### config.mk
export PLATFORM = sky130hd
export DESIGN_NAME = utf16_to_utf8_offset_map
export DESIGN_NICKNAME = d
export VERILOG_FILES = /design/src/hdl/u16u8_pkg.sv /design/src/hdl/u16u8_front.sv /design/src/hdl/u16u8_queue.sv /design/src/hdl/u16u8_back.sv /design/src/hdl/utf16_to_utf8_offset_map.sv
export SDC_FILE = /design/constraint.sdc
export NUM_CORES = 1
export LEC_CHECK = 0
export BUFFER_PORTS_ARGS = -buffer_cell sky130_fd_sc_hd__buf_2
export CAP_MARGIN = 10
export CORE_ASPECT_RATIO = 1.75
export CORE_MARGIN = 2
export CORE_UTILIZATION = 55
export DETAILED_ROUTE_END_ITERATION = 12
export PLACE_DENSITY = 0.71
export SLEW_MARGIN = 20
export SYNTH_ARGS = -nofsm -noshare
export SYNTH_HDL_FRONTEND = slang
export SYNTH_SLANG_ARGS = --single-unit
### constraint.sdc
create_clock -name clk -period 7 [get_ports clk]
set_clock_uncertainty 0.2 [all_clocks]
set_input_delay 0.7 -clock clk [delete_from_list [all_inputs] [get_ports clk]]
set_output_delay 0.7 -clock clk [all_outputs]
set_load 0.01 [all_outputs]
### src/hdl/u16u8_pkg.sv
// Shared types, constants and encoding helpers for the UTF-16 to UTF-8
// offset-map transcoder. No dependencies; used by every module in hdl/.

package u16u8_pkg;

  // Line limit and field widths
  localparam int unsigned MaxLineUnits = 65536;
  localparam int          OffW         = 17;
  localparam int          CpW          = 21;
  localparam int          QueueDepth   = 2;
  localparam int          QPtrW        = 1;
  localparam int          QCntW        = 2;

  localparam logic [OffW-1:0] LineLimit = OffW'(MaxLineUnits);

  // Surrogate ranges and the replacement character
  localparam logic [15:0]    HighFirst   = 16'hD800;
  localparam logic [15:0]    HighLast    = 16'hDBFF;
  localparam logic [15:0]    LowFirst    = 16'hDC00;
  localparam logic [15:0]    LowLast     = 16'hDFFF;
  localparam logic [CpW-1:0] Replacement = 21'h00FFFD;
  localparam logic [CpW-1:0] SuppBase    = 21'h010000;

  // One code point waiting to be encoded, with its start offset
  typedef struct packed {
    logic            v;
    logic [CpW-1:0]  cp;
    logic [OffW-1:0] off;
  } cp_slot_t;

  // Work handed from the front to the back: up to two code points and a terminal entry
  typedef struct packed {
    cp_slot_t        cp0;
    cp_slot_t        cp1;
    logic            term_v;
    logic [OffW-1:0] term_off;
  } job_t;

  // Line state seen by the top level
  typedef struct packed {
    logic            held_valid;
    logic [OffW-1:0] unit_count;
  } front_stat_t;

  // Saturating add of a small step to the unit count
  function automatic logic [OffW-1:0] sat_add(input logic [OffW-1:0] a,
                                              input logic [1:0]      b);
    logic [OffW:0] sum;
    sum = {1'b0, a} + {{(OffW-1){1'b0}}, b};
    if (sum >= {1'b0, LineLimit}) begin
      return LineLimit;
    end
    return sum[OffW-1:0];
  endfunction

  // Index of the last UTF-8 byte of a code point (length minus one)
  function automatic logic [1:0] utf8_last(input logic [CpW-1:0] cp);
    logic [1:0] res;
    priority if (cp < 21'h000080) begin
      res = 2'd0;
    end else if (cp < 21'h000800) begin
      res = 2'd1;
    end else if (cp < 21'h010000) begin
      res = 2'd2;
    end else begin
      res = 2'd3;
    end
    return res;
  endfunction

  // One UTF-8 byte of a code point, picked by its position
  function automatic logic [7:0] utf8_byte(input logic [CpW-1:0] cp,
                                           input logic [1:0]     last,
                                           input logic [1:0]     idx);
    logic [7:0] res;
    logic [1:0] sh;
    logic [5:0] tail;
    sh   = last - idx;
    tail = 6'd0;
    if (idx == 2'd0) begin
      unique case (last)
        2'd0: res = cp[7:0];
        2'd1: res = {3'b110, cp[10:6]};
        2'd2: res = {4'b1110, cp[15:12]};
        2'd3: res = {5'b11110, cp[20:18]};
      endcase
    end else begin
      unique case (sh)
        2'd0:    tail = cp[5:0];
        2'd1:    tail = cp[11:6];
        2'd2:    tail = cp[17:12];
        default: tail = 6'd0;
      endcase
      res = {2'b10, tail};
    end
    return res;
  endfunction

endpackage

### src/hdl/u16u8_front.sv
// Front end: accepts UTF-16 code units, pairs surrogates, tracks the line offset
// and builds at most one job per unit. Depends on u16u8_pkg.

module u16u8_front (
  input  logic                   clk,
  input  logic                   rst_n,
  input  logic                   in_tvalid,
  output logic                   in_tready,
  input  logic [15:0]            in_tdata,
  input  logic                   in_tlast,
  input  logic                   in_tuser,
  input  logic                   q_full,
  output logic                   q_push,
  output u16u8_pkg::job_t        q_wdata,
  output u16u8_pkg::front_stat_t stat
);

  logic [15:0]                held_high_r, held_high_nxt;
  logic                       held_valid_r, held_valid_nxt;
  logic [u16u8_pkg::OffW-1:0] unit_count_r, unit_count_nxt;

  logic                       accept;
  logic                       line_fin;
  logic                       is_hi;
  logic                       is_lo;
  logic [u16u8_pkg::OffW-1:0] cnt_a;
  logic [u16u8_pkg::OffW-1:0] cnt_b;
  u16u8_pkg::job_t            job;

  assign in_tready = !q_full;
  assign accept    = in_tvalid && in_tready;
  assign line_fin  = in_tlast || in_tuser;

  assign is_hi = (in_tdata >= u16u8_pkg::HighFirst) && (in_tdata <= u16u8_pkg::HighLast);
  assign is_lo = (in_tdata >= u16u8_pkg::LowFirst)  && (in_tdata <= u16u8_pkg::LowLast);

  // Classify the unit against the held high surrogate
  always_comb begin
    job            = '0;
    held_high_nxt  = held_high_r;
    held_valid_nxt = held_valid_r;
    cnt_a          = unit_count_r;
    cnt_b          = unit_count_r;

    // Held surrogate either pairs or flushes as a replacement at its own offset
    job.cp0.off = unit_count_r;
    if (held_valid_r && is_lo && !in_tuser) begin
      job.cp0.v      = 1'b1;
      job.cp0.cp     = u16u8_pkg::SuppBase + {1'b0, held_high_r[9:0], in_tdata[9:0]};
      cnt_b          = u16u8_pkg::sat_add(unit_count_r, 2'd2);
      held_valid_nxt = 1'b0;
      held_high_nxt  = 16'h0000;
    end else begin
      job.cp0.v  = held_valid_r;
      job.cp0.cp = u16u8_pkg::Replacement;
      if (held_valid_r) begin
        cnt_a = u16u8_pkg::sat_add(unit_count_r, 2'd1);
      end
      cnt_b          = cnt_a;
      held_valid_nxt = 1'b0;
      held_high_nxt  = 16'h0000;
      if (!in_tuser) begin
        job.cp1.off = cnt_a;
        if (is_hi && !in_tlast) begin
          // Hold a high surrogate until its partner or the line end
          held_valid_nxt = 1'b1;
          held_high_nxt  = in_tdata;
        end else begin
          job.cp1.v  = 1'b1;
          job.cp1.cp = (is_hi || is_lo) ? u16u8_pkg::Replacement
                                        : {5'd0, in_tdata};
          cnt_b      = u16u8_pkg::sat_add(cnt_a, 2'd1);
        end
      end
    end

    // Terminal entry closes the line and clears the state
    job.term_v     = line_fin;
    job.term_off   = cnt_b;
    unit_count_nxt = cnt_b;
    if (line_fin) begin
      held_valid_nxt = 1'b0;
      held_high_nxt  = 16'h0000;
      unit_count_nxt = '0;
    end
  end

  assign q_wdata = job;
  assign q_push  = accept && (job.cp0.v || job.cp1.v || job.term_v);

  // Advance line state on each accepted unit
  always_ff @(posedge clk) begin
    if (!rst_n) begin
      held_high_r  <= 16'h0000;
      held_valid_r <= 1'b0;
      unit_count_r <= '0;
    end else if (accept) begin
      held_high_r  <= held_high_nxt;
      held_valid_r <= held_valid_nxt;
      unit_count_r <= unit_count_nxt;
    end
  end

  assign stat.held_valid = held_valid_r;
  assign stat.unit_count = unit_count_r;

endmodule

### src/hdl/u16u8_queue.sv
// Short job queue between the front and back ends.
// Depends on u16u8_pkg for the job type and depth.

module u16u8_queue (
  input  logic            clk,
  input  logic            rst_n,
  input  logic            push,
  input  u16u8_pkg::job_t wdata,
  output logic            full,
  input  logic            pop,
  output logic            rd_valid,
  output u16u8_pkg::job_t rdata
);

  u16u8_pkg::job_t             mem_r [u16u8_pkg::QueueDepth];
  logic [u16u8_pkg::QPtrW-1:0] wr_ptr_r, wr_ptr_nxt;
  logic [u16u8_pkg::QPtrW-1:0] rd_ptr_r, rd_ptr_nxt;
  logic [u16u8_pkg::QCntW-1:0] count_r, count_nxt;
  logic                        do_push;
  logic                        do_pop;

  assign full     = (count_r == u16u8_pkg::QCntW'(u16u8_pkg::QueueDepth));
  assign rd_valid = (count_r != '0);
  assign rdata    = mem_r[rd_ptr_r];
  assign do_push  = push && !full;
  assign do_pop   = pop && rd_valid;

  // Advance pointers and occupancy
  always_comb begin
    wr_ptr_nxt = wr_ptr_r + (do_push ? 1'b1 : 1'b0);
    rd_ptr_nxt = rd_ptr_r + (do_pop ? 1'b1 : 1'b0);
    count_nxt  = count_r;
    if (do_push && !do_pop) begin
      count_nxt = count_r + 1'b1;
    end else if (do_pop && !do_push) begin
      count_nxt = count_r - 1'b1;
    end
  end

  always_ff @(posedge clk) begin
    if (!rst_n) begin
      wr_ptr_r <= '0;
      rd_ptr_r <= '0;
      count_r  <= '0;
    end else begin
      wr_ptr_r <= wr_ptr_nxt;
      rd_ptr_r <= rd_ptr_nxt;
      count_r  <= count_nxt;
    end
  end

  // Store the job at the write pointer
  always_ff @(posedge clk) begin
    if (do_push) begin
      mem_r[wr_ptr_r] <= wdata;
    end
  end

endmodule

### src/hdl/u16u8_back.sv
// Back end: walks each job and emits one UTF-8 byte or terminal word per cycle
// through an output register while a job waits and the output is taken. Depends on u16u8_pkg.

module u16u8_back (
  input  logic            clk,
  input  logic            rst_n,
  input  logic            head_valid,
  input  u16u8_pkg::job_t head,
  output logic            pop,
  output logic            out_tvalid,
  input  logic            out_tready,
  output logic [31:0]     out_tdata,
  output logic            out_tlast,
  output logic            out_tuser
);

  localparam logic [1:0] SLOT_CP0  = 2'd0;
  localparam logic [1:0] SLOT_CP1  = 2'd1;
  localparam logic [1:0] SLOT_TERM = 2'd2;

  logic [1:0]                 slot_r, slot_nxt;
  logic [1:0]                 byte_r, byte_nxt;
  logic                       out_valid_r;
  logic [7:0]                 out_byte_r;
  logic [u16u8_pkg::OffW-1:0] out_off_r;
  logic                       out_term_r;
  logic                       out_last_r;

  logic [1:0]                 cur;
  logic [u16u8_pkg::CpW-1:0]  cur_cp;
  logic [u16u8_pkg::OffW-1:0] cur_off;
  logic [1:0]                 cur_last;
  logic [7:0]                 cur_byte;
  logic                       cur_term;
  logic                       slot_end;
  logic                       later;
  logic                       job_end;
  logic                       load;

  // Pick the first pending slot of the head job
  always_comb begin
    priority if (slot_r == SLOT_CP0 && head.cp0.v) begin
      cur = SLOT_CP0;
    end else if (slot_r != SLOT_TERM && head.cp1.v) begin
      cur = SLOT_CP1;
    end else begin
      cur = SLOT_TERM;
    end
  end

  // Encode the current byte
  always_comb begin
    cur_term = 1'b0;
    unique case (cur)
      SLOT_CP0: begin
        cur_cp  = head.cp0.cp;
        cur_off = head.cp0.off;
        later   = head.cp1.v || head.term_v;
      end
      SLOT_CP1: begin
        cur_cp  = head.cp1.cp;
        cur_off = head.cp1.off;
        later   = head.term_v;
      end
      default: begin
        cur_cp   = '0;
        cur_off  = head.term_off;
        later    = 1'b0;
        cur_term = 1'b1;
      end
    endcase
    cur_last = cur_term ? 2'd0 : u16u8_pkg::utf8_last(cur_cp);
    cur_byte = cur_term ? 8'h00 : u16u8_pkg::utf8_byte(cur_cp, cur_last, byte_r);
    slot_end = (byte_r == cur_last);
    job_end  = slot_end && !later;
  end

  assign load = head_valid && (!out_valid_r || out_tready);
  assign pop  = load && job_end;

  // Step through bytes and slots
  always_comb begin
    slot_nxt = slot_r;
    byte_nxt = byte_r;
    if (load) begin
      if (job_end) begin
        slot_nxt = SLOT_CP0;
        byte_nxt = 2'd0;
      end else if (slot_end) begin
        slot_nxt = cur + 2'd1;
        byte_nxt = 2'd0;
      end else begin
        slot_nxt = cur;
        byte_nxt = byte_r + 2'd1;
      end
    end
  end

  always_ff @(posedge clk) begin
    if (!rst_n) begin
      slot_r      <= SLOT_CP0;
      byte_r      <= 2'd0;
      out_valid_r <= 1'b0;
    end else begin
      slot_r <= slot_nxt;
      byte_r <= byte_nxt;
      if (load) begin
        out_valid_r <= 1'b1;
      end else if (out_tready) begin
        out_valid_r <= 1'b0;
      end
    end
  end

  // Hold the output word until taken
  always_ff @(posedge clk) begin
    if (load) begin
      out_byte_r <= cur_byte;
      out_off_r  <= cur_off;
      out_term_r <= cur_term;
      out_last_r <= job_end;
    end
  end

  assign out_tvalid = out_valid_r;
  assign out_tdata  = {7'd0, out_off_r, out_byte_r};
  assign out_tlast  = out_last_r;
  assign out_tuser  = out_term_r;

endmodule

### src/hdl/utf16_to_utf8_offset_map.sv
// Flow: a code unit's job passes through the job queue and then the back end's output
// register before its first result word is valid on the output.
// Throughput: one output word per cycle from the byte sequencer in the back end
// while the output is taken; a unit causes up to seven words, and a held high
// surrogate causes none. The front accepts new units until the job queue is full.
// Reset: synchronous, active low; clears the held surrogate, offset, queue and
// output valid.

module utf16_to_utf8_offset_map (
  input  logic        clk,
  input  logic        rst_n,
  input  logic        in_tvalid,
  output logic        in_tready,
  input  logic [15:0] in_tdata,   // [15:0] code_unit
  input  logic        in_tlast,   // line_end
  input  logic        in_tuser,   // empty_line
  output logic        out_tvalid,
  input  logic        out_tready,
  output logic [31:0] out_tdata,  // [7:0] utf8_byte, [24:8] unit_offset, [31:25] zero
  output logic        out_tlast,  // last_result
  output logic        out_tuser   // terminal
);

  logic                   q_push;
  logic                   q_full;
  logic                   q_pop;
  logic                   q_valid;
  u16u8_pkg::job_t        q_wdata;
  u16u8_pkg::job_t        q_rdata;
  u16u8_pkg::front_stat_t front_stat;

  u16u8_front u_front (
    .clk       (clk),
    .rst_n     (rst_n),
    .in_tvalid (in_tvalid),
    .in_tready (in_tready),
    .in_tdata  (in_tdata),
    .in_tlast  (in_tlast),
    .in_tuser  (in_tuser),
    .q_full    (q_full),
    .q_push    (q_push),
    .q_wdata   (q_wdata),
    .stat      (front_stat)
  );

  u16u8_queue u_queue (
    .clk      (clk),
    .rst_n    (rst_n),
    .push     (q_push),
    .wdata    (q_wdata),
    .full     (q_full),
    .pop      (q_pop),
    .rd_valid (q_valid),
    .rdata    (q_rdata)
  );

  u16u8_back u_back (
    .clk        (clk),
    .rst_n      (rst_n),
    .head_valid (q_valid),
    .head       (q_rdata),
    .pop        (q_pop),
    .out_tvalid (out_tvalid),
    .out_tready (out_tready),
    .out_tdata  (out_tdata),
    .out_tlast  (out_tlast),
    .out_tuser  (out_tuser)
  );

`ifndef NO_ASSERTIONS
  // A terminal entry always closes its item's run
  assert property (@(posedge clk) disable iff (!rst_n)
    out_tvalid && out_tuser |-> out_tlast)
    else $error("terminal entry without last_result");

  // A terminal entry carries a zero byte
  assert property (@(posedge clk) disable iff (!rst_n)
    out_tvalid && out_tuser |-> out_tdata[7:0] == 8'h00)
    else $error("terminal entry with non-zero byte");

  // Line end clears the held surrogate and the offset
  assert property (@(posedge clk) disable iff (!rst_n)
    in_tvalid && in_tready && (in_tlast || in_tuser) |=>
      !front_stat.held_valid && front_stat.unit_count == '0)
    else $error("line state not cleared after line end");

  // The offset never passes the line limit
  assert property (@(posedge clk) disable iff (!rst_n)
    front_stat.unit_count <= u16u8_pkg::LineLimit)
    else $error("unit count beyond line limit");
`endif

endmodule
==> Word-level counts from Yosys, hierarchy flattened <==
Memories as Yosys holds them, arrays and structs flattened. A register that Yosys moved wholly into a read port is not among the register bits.
Index checks and enable logic that the tools add are counted.
{ "classes": {"n_eq_ne": 9, "n_addsub": 11, "n_reduce_logical": 39, "order_cmp": 10, "mux": 59} }
{ "ops": {"columns": ["operator", "count"], "rows": [
  ["$mux W17", 12],
  ["$mux W39", 2],
  ["$ge A18 B17 Y1 const B", 3],
  ["$mux W22", 2],
  ["$pmux W21 S2", 1],
  ["$mux W10", 4],
  ["$add A17 B1 Y18 const B", 2],
  ["$pmux W17 S2", 1],
  ["$ge A16 B16 Y1 const B", 2],
  ["$le A16 B16 Y1 const B", 2],
  ["$pmux W8 S4", 1],
  ["$mux W2", 11],
  ["$add A17 B20 Y21 const A", 1],
  ["$lt A21 B12 Y1 const B", 1],
  ["$lt A21 B17 Y1 const B", 1],
  ["$lt A21 B8 Y1 const B", 1],
  ["$mux W1", 21],
  ["$add A17 B2 Y18 const B", 1],
  ["$pmux W6 S3", 1],
  ["$logic_and A1 B1 Y1", 16],
  ["$mux W16", 1],
  ["$logic_not A2 Y1", 5],
  ["$eq A2 B2 Y1 const B", 4],
  ["$mux W8", 1],
  ["other kinds (13)", 31]
]} }
{ "totals": {"wordCells": 143, "in_bits": 22, "regBits": 64, "n_memories": 1, "mem_bits_rw": 192, "out_inout_bits": 36} }
{ "memory_table": {"columns": ["name", "words", "width", "read_ports", "rd_clocked_by_memory_dff", "wr", "line", "source"], "rows": [
  ["u_queue.mem_r", 2, 96, 1, 1, 1, "u16u8_queue.sv:15", "u16u8_pkg::job_t mem_r [u16u8_pkg::QueueDepth];"]
]} }

==> Depth between registers and ports, before layout <==
{ "logic_depth": {"word_depth": 19, "mapped_depth": 19, "ltp_nobuf": 16} }

==> By module <==
From an unflattened synthesis, not the netlist that was laid out.
{ "hier_totals": {"hier_cells": 1070, "hier_area_um2": 13136.3} }
{ "by_module_without_submodules": {"columns": ["mod", "seq_area_each_um2", "cells_per_inst", "area_per_inst_um2", "instances"], "rows": [
  ["u16u8_queue", 5865.6, 322, 7363.3, 1],
  ["u16u8_front", 560.5, 483, 3353.2, 1],
  ["u16u8_back", 910.9, 265, 2419.8, 1]
]} }

==> Worst setup path after synthesis <==
OpenSTA, ideal clock, no wires.
{ "synth_timing": {"kind": "reg2reg", "startpoint": "reg with a tool-made name", "endpoint": "reg u_back.out_byte_r[1], data pin", "path_slack_ns": 2.298, "synth_period_minus_slack_ns": 4.702, "t_arrival_ns": 4.363, "path_buffers": 3, "t_required_ns": 6.661, "setup_ns": 0.139, "path_stages_with_launch": 18, "cell_sequence": "dfxtp_1 clkbuf_1 mux2_2 a211oi_1 inv_1 ha_1 clkbuf_1 a22oi_1 a41o_1 buf_2 nor2_1 or3_1 ha_1 xnor3_1 mux2_2 a211oi_1 a21oi_1 nor2_1"} }
{ "synth_rtl": {"columns": ["element", "line", "source"], "rows": [
  ["end signal, assigned", "u16u8_back.sv:118", "out_byte_r <= cur_byte;"],
  ["end, declared", "u16u8_back.sv:24", "logic [7:0] out_byte_r;"]
]} }

==> impl_metrics.csv <==
group,metric,value,unit
setup_path,r2r_setup_slack,1.25,ns
sta,post-route-worst-setup-slack,1.25,ns
finish,drive_gt1_share,15.1,%
floorplan,start_util,56.2,%
floorplan,rows,71,
sta,worst_slew_pin_slew,0.964,ns
synthesis,synth_cells,1028,
global_route,overflow,0,
sta,timing.setup.tns,0,ns
worst_hold_path,hp-start,"in_tdata[6]",
sta,hold_viol,0,
drt,drc,0,
pwr,sw_frac_of_total,35.8,%
sta,slew_viol_final,0,
synthesis,ys.flop_type,"edfxtp_1",
status,status,"finished clean",
place,preCtsSetupSlack,1.28,ns
drt,ant_nets,0,
finish,layout.cells.non_filler,1351,
global_route,grt_max_degree,63,
synthesis,synth_edf_count,209,
setup_path,cp_slowest_cell,"dfxtp_4",
floorplan,ios,58,
floorplan,chipWidth,116,um
clock_network,post_cts_resized,0,
setup_path,r2r_end,"u_queue.count_r[1]",
place,placedCellCount,1311,
pwr,combPwrFrac,36.7,%
clock_network,path_clk_slew,0.07,ns
pwr,pwr_density_cell,398,nW/um2
sta,post-route-period-util,82.1,%
clock_network,h-tree-depth,1,
sta,rsz0062_at_grt,"no",
worst_hold_path,worst_hold_path.endpoint,"u_front.held_high_r[6]",
clock_network,cts_tree,"yes",
drt,routedWlPerCell,23.6,um
pwr,p_clk_share,24.2,%
finish,diodes,0,
pwr,leakage,4.39,nW
setup_path,cpPeakStageDelay,0.77,ns
synthesis,syn_area,12100,um2
synthesis,async_flop_share,0,%
synthesis,seq_area_frac_synth,58.3,%
synthesis,ys.warnings.count,0,
drt,vias,8671,
flow_run,maxCapViolCount,0,
setup_path,worstPathRequired,7.23,ns
global_route,grt_usage,27.9,%
setup_path,reg2reg_depth,16,
sta,relSlewSlack,35.6,%
drt,routed_wl,31.8,mm
worst_hold_path,hold_class,"in2reg",
pwr,vdd_drop_max,0.000205,V
place,numPortBuffers,50,
clock_network,cts_hold_buf,0,
clock_network,insertion_delay,0.51,ns
pwr,power,5.30,mW
sta,hold_ws,0.281,ns
place,hpwlAfterDp,22.0,mm
synthesis,yosysMostFrequentCell,"edfxtp_1",
clock_network,clkSinkCount,247,
setup_path,end_kind,"flop",
sta,max_clock_freq,0.174,GHz
synthesis,ys_seq_elements,247,
finish,nets,1075,
setup_path,critical_path_class,"reg2reg",
floorplan,die_h,200,um
finish,syn_to_final_growth,10.2,%
synthesis,synth_area_leader_cell,"edfxtp_1",
setup_path,critical_path.max_fanout,47,
floorplan,core_area,21500,um2
drt,drtPass1Iterations,6,
global_route,grt_first_pass_wirelength,48.1,mm
worst_hold_path,min_path_cells,3,
synthesis,synth_common_cells,"209 x edfxtp_1, 94 x nand2_1, 85 x nor2_1, 50 x o21ai_0, 48 x clkbuf_1",
clock_network,numCtsBuffers,22,
sta,finalCriticalPeriod,5.75,ns
floorplan,die-area,23200,um2
global_route,antenna_found_initial,0,
setup_path,crit_path_start_kind,"flop",
setup_path,cp.arrival,5.98,ns
pwr,switchingPower,1.90,mW
sta,final-setup-viol-count,0,
synthesis,syn_avg_cell_area,11.7,um2
synthesis,synthDistinctLibCells,73,
synthesis,synthTopCellsByArea,"edfxtp_1 52%, dfxtp_1 6.3%, mux2i_1 3.3%, nand2_1 2.9%, mux2_2 2.8%",
global_route,grt_pass1_vias,8724,
pwr,p_int,3.40,mW
clock_network,cts_setup_buffers,0,
drt,first_iter_violations,703,
drt,vias_per_cell,6.42,
pwr,seq_power_share,39.1,%
setup_path,crit_chain,"mux2i_1 > a211oi_2 > inv_1 > ha_2 > buf_4 > nand2_1 > o21ai_0 > o21bai_1 > nor2b_1 > or3_1 > ha_1 > o311a_1 > nand2_1 > ha_1 > or3_1 > a21oi_1",
clock_network,cts_root_buf,"clkbuf_16",
synthesis,yosys.area.top_type_share,52.0,%
place,gp_congestion,0.979,
clock_network,cts_buffer_depth,3,
cell families after synthesis:
group,Yosys count,share of synthesized area (%)
and+or+nand+nor,314,13.0
AOI/OAI and AO/OA,249,15.0
DFF,247,58.3
buffers and inverters,100,3.72
muxes,70,6.11
xor gates and xnor gates,37,2.91
adders and majority gates,10,1.04
other,1,0.0311
critical path, delay by kind of cell, from the launching register on:
family	cells	cell delay, ns
compound gates	5	0.99
buf+inv	2	0.60
mux	1	0.39
fa+ha+maj	3	1.52
simple gates	5	1.17
flops	1	0.77
layout by cell type, fill, tap and decap left out, types with 12 or more instances in the layout:
cell / netlist / final
nor2_1: 85 / 85
a21oi_1: 38 / 38
edfxtp_1: 209 / 209
buf_4: 12 / 18
o21ai_0: 50 / 49
nand2_1: 94 / 94
nor4_1: 13 / 13
mux2_2: 30 / 30
nand2b_1: 22 / 22
nor3_1: 20 / 19
buf_2: 11 / 50
o21a_1: 12 / 12
a22oi_1: 15 / 15
inv_1: 17 / 17
mux2i_1: 40 / 40
a311o_1: 17 / 17
xnor2_1: 22 / 22
dfxtp_1: 38 / 37
a221oi_1: 20 / 20
nand3_1: 22 / 22
xor2_1: 13 / 13
clkbuf_16: 0 / 24
o31ai_1: 13 / 13
worst max path at each step:
stage	start	endpoint	slack, ns
after global routing	flop	u_queue.count_r[1]	0.79
after global placement	flop	u_queue.count_r[1]	1.46
after detailed placement	flop	u_queue.count_r[1]	1.28
after CTS	flop	u_queue.count_r[1]	1.22
final	flop	u_queue.count_r[1]	1.25
after floorplan	flop	u_back.out_byte_r[1]	2.30
cell type report:
cell class,count,area (um2)
timing repair buffer,68,385
sequential,247,7040
tap,292,365
clock buffer,35,672
clock inverter,5,105
inverter,17,63.8
multi-input combinational,687,4680
fill,1770,8190
flip-flops by register name, summed over array words and instances, names as in the netlist, 2 cells and up, named ones only:
register              cells
u_back.byte_r             2
u_back.out_byte_r         8
u_back.out_off_r         17
u_back.slot_r             2
u_front.held_high_r      10
u_front.unit_count_r     17
u_queue.count_r           2
u_queue.mem_r           182
metrics by stage:
step / cell area (um2) / utilization (%)
finish: 13300 / 61.9
global route: 13300 / 61.9
CTS: 13300 / 61.9
detailed placement: 12500 / 58.3
global placement: 12500 / 58.3
floorplan: 12100 / -
routing by layer:
layer  track usage [%]  share of wire (%)
met1              28.2                 34
met4              21.7                8.9
met5                 0                  0
met2              51.0                 53
met3              3.11                4.9
power groups by stage:
| stage | sequential [mW] | clock [mW] | combinational [mW] |
|---|---|---|---|
| 6_report | 2.07 | 1.28 | 1.95 |
| 3_5_place_dp | 2.10 | 0 | 1.94 |
| 4_1_cts | 2.07 | 1.30 | 1.95 |
| 3_3_place_gp | 2.10 | 0 | 1.91 |
| 5_1_grt | 2.10 | 1.35 | 2.12 |
| 2_1_floorplan | 2.10 | 0 | 1.31 |
Note: power is estimated with default switching activity, not from simulation.
